===== config.mk =====
export PLATFORM = sky130hd
export DESIGN_NAME = polygon_point_inside_and_area_unit
export DESIGN_NICKNAME = d
export VERILOG_FILES = /design/src/hw/rtl/ppia_pkg.sv /design/src/hw/rtl/ppia_ctrl.sv /design/src/hw/rtl/ppia_datapath.sv /design/src/hw/rtl/polygon_point_inside_and_area_unit.sv
export SDC_FILE = /design/constraint.sdc
export NUM_CORES = 2
export LEC_CHECK = 0
export ABC_AREA = 1
export BUFFER_PORTS_ARGS = -buffer_cell sky130_fd_sc_hd__buf_4
export CAP_MARGIN = 40
export CORE_ASPECT_RATIO = 1.1
export CORE_MARGIN = 2
export CORE_UTILIZATION = 30
export DETAILED_ROUTE_END_ITERATION = 10
export MAX_ROUTING_LAYER = met4
export SYNTH_ARGS = -nofsm -noshare
export SYNTH_HDL_FRONTEND = slang
export SYNTH_HIERARCHICAL = 1
export SYNTH_SLANG_ARGS = --single-unit

===== constraint.sdc =====
create_clock -name clock -period 8 [get_ports clock]
set_input_delay 0.4 -clock clock [delete_from_list [all_inputs] [get_ports clock]]
set_output_delay 0.4 -clock clock [all_outputs]
set_load 0.05 [all_outputs]

===== src/hw/rtl/ppia_pkg.sv =====
// Shared types and constants for the polygon point-inside and area unit.
`timescale 1ns / 1ps
`default_nettype none

package ppia_pkg;

   localparam int MAX_VERTICES_DEF = 16;
   localparam int COORD_WIDTH_DEF  = 16;

   localparam int REQ_TYPE_W = 2;
   localparam int AREA_W     = 38;
   localparam int VCOUNT_W   = 5;
   localparam int RSP_USED_W = 1 + AREA_W + VCOUNT_W + 1;
   localparam int RSP_DATA_W = ((RSP_USED_W + 7) / 8) * 8;
   localparam int RSP_PAD_W  = RSP_DATA_W - RSP_USED_W;

   typedef enum logic [REQ_TYPE_W-1:0] {
      REQ_CLEAR  = 2'd0,
      REQ_APPEND = 2'd1,
      REQ_QUERY  = 2'd2
   } req_kind_type;

   typedef enum logic [2:0] {
      ST_IDLE,
      ST_PRIME,
      ST_WALK,
      ST_DRAIN,
      ST_COMMIT
   } state_type;

   typedef struct packed {
      logic load;
      logic prime;
      logic issue;
      logic commit;
   } dp_cmd_type;

   typedef struct packed {
      logic count_zero;
      logic last_issue;
      logic pipe_busy;
      logic out_free;
   } dp_status_type;

endpackage

`default_nettype wire


===== src/hw/rtl/ppia_ctrl.sv =====
// Controller state machine for the polygon point-inside and area unit.
`timescale 1ns / 1ps
`default_nettype none

module ppia_ctrl (
   input  wire logic                            clock,
   input  wire logic                            reset,
   input  wire logic                            req_tvalid,
   output logic                                 req_tready,
   input  wire logic [ppia_pkg::REQ_TYPE_W-1:0] req_tuser,
   output ppia_pkg::dp_cmd_type                 cmd,
   input  wire ppia_pkg::dp_status_type         status
);

   ppia_pkg::state_type state_ff;
   ppia_pkg::state_type state_in;

   always_ff @(posedge clock) begin
      if (reset) begin
         state_ff <= ppia_pkg::ST_IDLE;
      end else begin
         state_ff <= state_in;
      end
   end

   always_comb begin
      state_in   = state_ff;
      cmd        = '0;
      req_tready = 1'b0;
      case (state_ff)
         ppia_pkg::ST_IDLE: begin
            req_tready = 1'b1;
            if (req_tvalid) begin
               cmd.load = 1'b1;
               if (req_tuser == ppia_pkg::REQ_QUERY && !status.count_zero) begin
                  state_in = ppia_pkg::ST_PRIME;
               end else begin
                  state_in = ppia_pkg::ST_COMMIT;
               end
            end
         end
         ppia_pkg::ST_PRIME: begin
            cmd.prime = 1'b1;
            state_in  = ppia_pkg::ST_WALK;
         end
         ppia_pkg::ST_WALK: begin
            cmd.issue = 1'b1;
            if (status.last_issue) begin
               state_in = ppia_pkg::ST_DRAIN;
            end
         end
         ppia_pkg::ST_DRAIN: begin
            if (!status.pipe_busy) begin
               state_in = ppia_pkg::ST_COMMIT;
            end
         end
         ppia_pkg::ST_COMMIT: begin
            if (status.out_free) begin
               cmd.commit = 1'b1;
               state_in   = ppia_pkg::ST_IDLE;
            end
         end
         default: begin
            state_in = ppia_pkg::ST_IDLE;
         end
      endcase
   end

   a_commit_free: assert property (@(posedge clock) disable iff (reset)
      cmd.commit |-> status.out_free)
      else $error("commit while result slot occupied");

   a_prime_nonempty: assert property (@(posedge clock) disable iff (reset)
      cmd.prime |-> !status.count_zero)
      else $error("edge walk started on empty table");

endmodule

`default_nettype wire


===== src/hw/rtl/ppia_datapath.sv =====
// Vertex table, edge pipeline, accumulators and result register.
`timescale 1ns / 1ps
`default_nettype none

module ppia_datapath #(
   parameter int MAX_VERTICES = ppia_pkg::MAX_VERTICES_DEF,
   parameter int COORD_WIDTH  = ppia_pkg::COORD_WIDTH_DEF,
   localparam int REQ_DATA_W  = ((2 * COORD_WIDTH + 7) / 8) * 8
) (
   input  wire logic                            clock,
   input  wire logic                            reset,
   input  wire logic [REQ_DATA_W-1:0]           req_tdata,
   input  wire logic [ppia_pkg::REQ_TYPE_W-1:0] req_tuser,
   output logic                                 rsp_tvalid,
   input  wire logic                            rsp_tready,
   output logic [ppia_pkg::RSP_DATA_W-1:0]      rsp_tdata,
   input  wire ppia_pkg::dp_cmd_type            cmd,
   output ppia_pkg::dp_status_type              status
);

   localparam int CW     = COORD_WIDTH;
   localparam int DW     = CW + 1;
   localparam int PW     = 2 * DW;
   localparam int ADDR_W = $clog2(MAX_VERTICES);
   localparam int CNT_W  = $clog2(MAX_VERTICES + 1);
   localparam int ACC_W  = PW + $clog2(MAX_VERTICES);
   localparam int ABS_W  = (ACC_W > ppia_pkg::AREA_W) ? ACC_W : ppia_pkg::AREA_W + 1;

   logic [ppia_pkg::REQ_TYPE_W-1:0] req_type_ff;
   logic signed [CW-1:0]            px_ff;
   logic signed [CW-1:0]            py_ff;
   logic [CNT_W-1:0]                count_ff;
   logic [CNT_W-1:0]                count_in;
   logic [ADDR_W-1:0]               idx_ff;
   logic [ADDR_W-1:0]               last_addr;
   logic [ADDR_W-1:0]               rd_addr;

   logic signed [CW-1:0] mem_x [MAX_VERTICES];
   logic signed [CW-1:0] mem_y [MAX_VERTICES];
   logic signed [CW-1:0] rd_x_ff;
   logic signed [CW-1:0] rd_y_ff;
   logic                 rd_valid_ff;
   logic                 rd_first_ff;

   logic signed [CW-1:0] prev_x_ff;
   logic signed [CW-1:0] prev_y_ff;
   logic signed [DW-1:0] dxp;
   logic signed [DW-1:0] dy;
   logic signed [DW-1:0] ex;
   logic signed [DW-1:0] ey;
   logic signed [DW-1:0] sx;
   logic signed [PW-1:0] lhs_ff;
   logic signed [PW-1:0] rhs_ff;
   logic signed [PW-1:0] term_ff;
   logic                 cand_ff;
   logic                 dpos_ff;
   logic                 s2_valid_ff;

   logic                 hit;
   logic                 cross_ff;
   logic signed [ACC_W-1:0] acc_ff;
   logic [ACC_W-1:0]     acc_mag;
   logic [ABS_W-1:0]     acc_ext;
   logic [ppia_pkg::AREA_W-1:0] area_sat;

   logic                 is_query;
   logic                 is_append;
   logic                 is_clear;
   logic                 table_full;
   logic                 rsp_valid_ff;
   logic [ppia_pkg::RSP_DATA_W-1:0] rsp_data_ff;

   assign is_query   = req_type_ff == ppia_pkg::REQ_QUERY;
   assign is_append  = req_type_ff == ppia_pkg::REQ_APPEND;
   assign is_clear   = req_type_ff == ppia_pkg::REQ_CLEAR;
   assign table_full = count_ff == CNT_W'(MAX_VERTICES);
   assign last_addr  = ADDR_W'(count_ff - CNT_W'(1));
   assign rd_addr    = cmd.prime ? last_addr : idx_ff;

   always_ff @(posedge clock) begin
      if (cmd.load) begin
         req_type_ff <= req_tuser;
         px_ff       <= $signed(req_tdata[CW-1:0]);
         py_ff       <= $signed(req_tdata[2*CW-1:CW]);
      end
      if (cmd.prime) begin
         idx_ff <= '0;
      end else if (cmd.issue) begin
         idx_ff <= idx_ff + ADDR_W'(1);
      end
   end

   always_comb begin
      count_in = count_ff;
      if (cmd.commit) begin
         if (is_clear) begin
            count_in = '0;
         end else if (is_append && !table_full) begin
            count_in = count_ff + CNT_W'(1);
         end
      end
   end

   always_ff @(posedge clock) begin
      if (reset) begin
         count_ff <= '0;
      end else begin
         count_ff <= count_in;
      end
   end

   always_ff @(posedge clock) begin
      if (cmd.commit && is_append && !table_full) begin
         mem_x[count_ff[ADDR_W-1:0]] <= px_ff;
         mem_y[count_ff[ADDR_W-1:0]] <= py_ff;
      end
      rd_x_ff <= mem_x[rd_addr];
      rd_y_ff <= mem_y[rd_addr];
   end

   always_ff @(posedge clock) begin
      if (reset) begin
         rd_valid_ff <= 1'b0;
         s2_valid_ff <= 1'b0;
      end else begin
         rd_valid_ff <= cmd.prime | cmd.issue;
         s2_valid_ff <= rd_valid_ff & ~rd_first_ff;
      end
   end

   always_ff @(posedge clock) begin
      rd_first_ff <= cmd.prime;
   end

   // Edge (j, i): j is the previous vertex, i the one just read.
   assign dxp = $signed({px_ff[CW-1], px_ff}) - $signed({rd_x_ff[CW-1], rd_x_ff});
   assign dy  = $signed({prev_y_ff[CW-1], prev_y_ff}) - $signed({rd_y_ff[CW-1], rd_y_ff});
   assign ex  = $signed({prev_x_ff[CW-1], prev_x_ff}) - $signed({rd_x_ff[CW-1], rd_x_ff});
   assign ey  = $signed({py_ff[CW-1], py_ff}) - $signed({rd_y_ff[CW-1], rd_y_ff});
   assign sx  = $signed({prev_x_ff[CW-1], prev_x_ff}) + $signed({rd_x_ff[CW-1], rd_x_ff});

   always_ff @(posedge clock) begin
      if (rd_valid_ff) begin
         prev_x_ff <= rd_x_ff;
         prev_y_ff <= rd_y_ff;
      end
      lhs_ff  <= dxp * dy;
      rhs_ff  <= ex * ey;
      term_ff <= sx * dy;
      cand_ff <= (rd_y_ff > py_ff) != (prev_y_ff > py_ff);
      dpos_ff <= prev_y_ff > rd_y_ff;
   end

   assign hit = cand_ff & (dpos_ff ? (lhs_ff < rhs_ff) : (rhs_ff < lhs_ff));

   always_ff @(posedge clock) begin
      if (cmd.load) begin
         acc_ff   <= '0;
         cross_ff <= 1'b0;
      end else if (s2_valid_ff) begin
         acc_ff   <= acc_ff + {{(ACC_W - PW){term_ff[PW-1]}}, term_ff};
         cross_ff <= cross_ff ^ hit;
      end
   end

   assign acc_mag  = acc_ff[ACC_W-1] ? (~acc_ff + ACC_W'(1)) : acc_ff;
   assign acc_ext  = ABS_W'(acc_mag);
   assign area_sat = (|acc_ext[ABS_W-1:ppia_pkg::AREA_W]) ? '1
                                                           : acc_ext[ppia_pkg::AREA_W-1:0];

   always_ff @(posedge clock) begin
      if (reset) begin
         rsp_valid_ff <= 1'b0;
      end else if (cmd.commit) begin
         rsp_valid_ff <= 1'b1;
      end else if (rsp_tready) begin
         rsp_valid_ff <= 1'b0;
      end
   end

   always_ff @(posedge clock) begin
      if (cmd.commit) begin
         rsp_data_ff <= {{ppia_pkg::RSP_PAD_W{1'b0}},
                         is_append & table_full,
                         ppia_pkg::VCOUNT_W'(count_in),
                         is_query ? area_sat : {ppia_pkg::AREA_W{1'b0}},
                         is_query & cross_ff};
      end
   end

   assign rsp_tvalid = rsp_valid_ff;
   assign rsp_tdata  = rsp_data_ff;

   assign status.count_zero = count_ff == '0;
   assign status.last_issue = idx_ff == last_addr;
   assign status.pipe_busy  = rd_valid_ff | s2_valid_ff;
   assign status.out_free   = ~rsp_valid_ff | rsp_tready;

   a_count_bound: assert property (@(posedge clock) disable iff (reset)
      count_ff <= CNT_W'(MAX_VERTICES))
      else $error("vertex count beyond table depth");

   a_issue_bound: assert property (@(posedge clock) disable iff (reset)
      cmd.issue |-> (CNT_W'(idx_ff) < count_ff))
      else $error("edge read beyond stored vertices");

   a_commit_result: assert property (@(posedge clock) disable iff (reset)
      cmd.commit |=> rsp_valid_ff)
      else $error("commit did not present a result");

endmodule

`default_nettype wire


===== src/hw/rtl/polygon_point_inside_and_area_unit.sv =====
// Top level of the polygon point-inside and area unit.
`timescale 1ns / 1ps
`default_nettype none

// Holds up to MAX_VERTICES polygon vertices and answers one result per request.
// Clear, append and unused codes go from the transfer to the commit state and
// then the result register. A query on n stored vertices steps the single read
// port of the vertex table once per edge (one priming read of the closing
// vertex, then n reads), followed by a multiply stage, a compare and accumulate
// stage, and the final absolute value and saturation into the result register.
// A query on an empty table skips the edge walk like a clear. A new request
// transfer is taken while an earlier result still waits on the response side;
// it stalls at completion only if that result has not been taken by then.
module polygon_point_inside_and_area_unit #(
   parameter int MAX_VERTICES = ppia_pkg::MAX_VERTICES_DEF,
   parameter int COORD_WIDTH  = ppia_pkg::COORD_WIDTH_DEF,
   localparam int REQ_DATA_W  = ((2 * COORD_WIDTH + 7) / 8) * 8
) (
   input  wire logic                            clock,
   input  wire logic                            reset,
   input  wire logic                            req_tvalid,
   output logic                                 req_tready,
   // coord_x, coord_y, zero pad
   input  wire logic [REQ_DATA_W-1:0]           req_tdata,
   // req_type
   input  wire logic [ppia_pkg::REQ_TYPE_W-1:0] req_tuser,
   output logic                                 rsp_tvalid,
   input  wire logic                            rsp_tready,
   // inside_res, area_doubled, vertex_count, status, zero pad
   output logic [ppia_pkg::RSP_DATA_W-1:0]      rsp_tdata
);

   ppia_pkg::dp_cmd_type    cmd;
   ppia_pkg::dp_status_type status;

   ppia_ctrl u_ctrl (
      .clock      (clock),
      .reset      (reset),
      .req_tvalid (req_tvalid),
      .req_tready (req_tready),
      .req_tuser  (req_tuser),
      .cmd        (cmd),
      .status     (status)
   );

   ppia_datapath #(
      .MAX_VERTICES (MAX_VERTICES),
      .COORD_WIDTH  (COORD_WIDTH)
   ) u_datapath (
      .clock      (clock),
      .reset      (reset),
      .req_tdata  (req_tdata),
      .req_tuser  (req_tuser),
      .rsp_tvalid (rsp_tvalid),
      .rsp_tready (rsp_tready),
      .rsp_tdata  (rsp_tdata),
      .cmd        (cmd),
      .status     (status)
   );

endmodule

`default_nettype wire


==> run summary <==
Via Count: 52400
most frequent cell after synthesis: inv_1
Starting Density: 30.1%
die height: 508 um
vias in the first global route: 54200
Worst Reg2Reg Path Length in Cells: 30
Port Buffers: 84
slowest CP cell: fa_1
worst rel slew slack: 17.3%
GP Congestion: 0.931
setup TNS: 0 ps
hold violation total from the final report: 0
CP Capture Type: flop
final WL: 206000 um
Startpoint Class: flop
post-synth cell types: 62
CTS max path bufs: 3
DPL Wire Length: 156000 um
Hold Crit Depth: 5
clk_skew: 78.1 ps
first-pass GRT wire length: 317000 um
Root Buffer: clkbuf_16
DR iter-0 viols: 4155
share of the synthesized area in the top cell type: 27.0%
Hold Crit Start: req_tvalid
Yosys top cell by area: edfxtp_1
Top FF cell, synth: edfxtp_1
H-tree depth: 3
CTS sink cnt: 814
status: finished clean
Placement Cell Area: 75300 um^2
total track usage: 17.9%
Design Area, Final: 79000 um^2
Crit path top cell by count: inv_1
Max Fclk: 0.133 GHz
r2r setup slk: 470 ps
Tcrit/Tclk final: 94.2%
Area Growth Syn to Fin: 13.9%
most frequent cells after synthesis: inv_1, nand2_1, nor2_1
Worst EP required: 8610 ps
CTS Buf Count: 89
DRC: 0
total congestion overflow: 0
# setup viols final: 0
sequential-to-total area share from yosys stat: 32.5%
Async SR Flop Fraction: 0%
reg2reg start: u_datapath/rd_x_ff[14]
nets: 8984
initial antenna violation count: 2
WHS Endpoint: u_ctrl/state_ff[1]
actual slew at the worst max-slew pin: 1240 ps
largest net degree at the start of global routing: 234
Worst Path Max Fanout: 10
Max Cap Violations: 0
I/O Pins: 88
Area contributors post-synth: edfxtp_1, fa_1, ha_1, inv_1, nand2_1
core area: 230000 um^2
Routed WL per cell: 19.1 um
Row Count: 185
CTS clk-pin slew, worst paths: 60 ps
Reg2Reg Capture Point: u_datapath/term_ff[28]
die area: 235000 um^2
Synth Cell Area: 69300 um^2
#FFs+latches synth: 814
CTS tree: yes
Yosys warnings: 6
Mapped Avg Cell Area: 9.43 um^2
Worst-Skew Late Latency: 750 ps
min Tclk post-route: 7530 ps
Max Slew Vio Count: 0
via/cell ratio: 4.86
ANT nets after route: 0
share of cells above drive strength 1: 8.59%
Crit Path Category: reg -> reg
arrival time at the worst endpoint: 8150 ps
RSZ-0062 raised after global routing: no
drt first pass iters: 6
die width: 462 um
Hold Crit Class: in -> reg
Largest stage delay, worst path: 550 ps
Gate Count Post-Synth: 7355
Post-synth EDFFs: 623
## final cells by class
cell class	count	area (um^2)
fillers	23500	151000
multi-input cells	4882	40700
flip-flops and latches	814	22500
inverters	1430	5400
well taps	3085	3860
repair buffers	406	3360
clock buffers	121	2410
clock inverters	44	723
diodes	2	5.00
## critical path: cells and delay by family (launching register included)
family	cells	cell delay [ps]
buf+inv	9	890
flops	1	450
xor+xnor	1	140
fa+ha+maj	8	3750
compound gates	2	380
simple gates	10	1810
## worst max-delay path by stage
stage,startpoint,end,slack [ps],depth (start not counted)
after detailed placement,u_datapath/prev_y_ff[0],u_datapath/lhs_ff[33],220,33
after global placement,u_datapath/prev_y_ff[0],u_datapath/lhs_ff[33],230,33
after global routing,u_datapath/rd_x_ff[2],u_datapath/rhs_ff[22],6,29
after floorplan,u_datapath/py_ff[0],u_datapath/rhs_ff[32],870,28
final,u_datapath/rd_x_ff[14],u_datapath/term_ff[28],470,30
after CTS,u_datapath/prev_y_ff[0],u_datapath/lhs_ff[33],140,33
## kinds of logic after synthesis
kind of cell,share of synthesized area (%)
compound gates,8.74
xor+xnor,2.35
fa+ha+maj,33.6
buf+inv,9.23
flops,32.5
other cells,0.00541
simple gates,13.6
## timing repair
item,CTS,global route
hold buffers,36,0
resized for setup,0,35
setup endpoints to repair,0,29
setup buffers,0,13
hold endpoints to repair,43,0
## cell usage in the layout (no fill, tap or decap), types with 62 or more instances in the layout
cell / count
inv_1: 1382
nand2_1: 1041
nor2_1: 925
fa_1: 890
edfxtp_1: 623
ha_1: 427
o21ai_0: 421
buf_4: 351
a21oi_1: 288
dfxtp_1: 190
nand3_1: 161
xor2_1: 113
o221ai_1: 101
clkbuf_16: 90
nor3_1: 62
## metrics by stage
stage	setup WS (ps)	cells	util (%)	hold WS [ps]
4_1_cts	143	10800	34.2	200
6_report	466	10800	34.3	211
3_5_place_dp	215	10600	32.7	423
5_1_grt	5.63	10800	34.3	276
3_3_place_gp	231	10600	32.6	413
2_1_floorplan	874	7357	-	376
## sequential cells by signal (all words and copies together), names as in the netlist, 2 cells and up
signal / cells
u_datapath/acc_ff: 38
u_datapath/mem_x: 256
u_datapath/rsp_tdata: 45
u_datapath/py_ff: 16
u_datapath/term_ff: 34
u_datapath/prev_y_ff: 16
u_datapath/px_ff: 16
u_datapath/count_ff: 5
u_datapath/rhs_ff: 34
u_ctrl/state_ff: 3
u_datapath/idx_ff: 4
u_datapath/req_type_ff: 2
u_datapath/rd_x_ff: 16
u_datapath/mem_y: 256
u_datapath/lhs_ff: 34
u_datapath/rd_y_ff: 16
u_datapath/prev_x_ff: 16
## layer usage
| layer | track usage [%] | routed length, um | up-vias |
|---|---|---|---|
| met3 | 2.52 | 12800 | 373 |
| met4 | 6.25 | 7280 | 0 |
| met2 | 29.3 | 98500 | 1750 |
| met5 | - | 0 | - |
| li1 | - | - | 23900 |
| met1 | 22.6 | 87500 | 26400 |
Power is left out: the tool's default activity adds up to more than one toggle a clock period on the data nets, which glitch-free logic cannot reach.
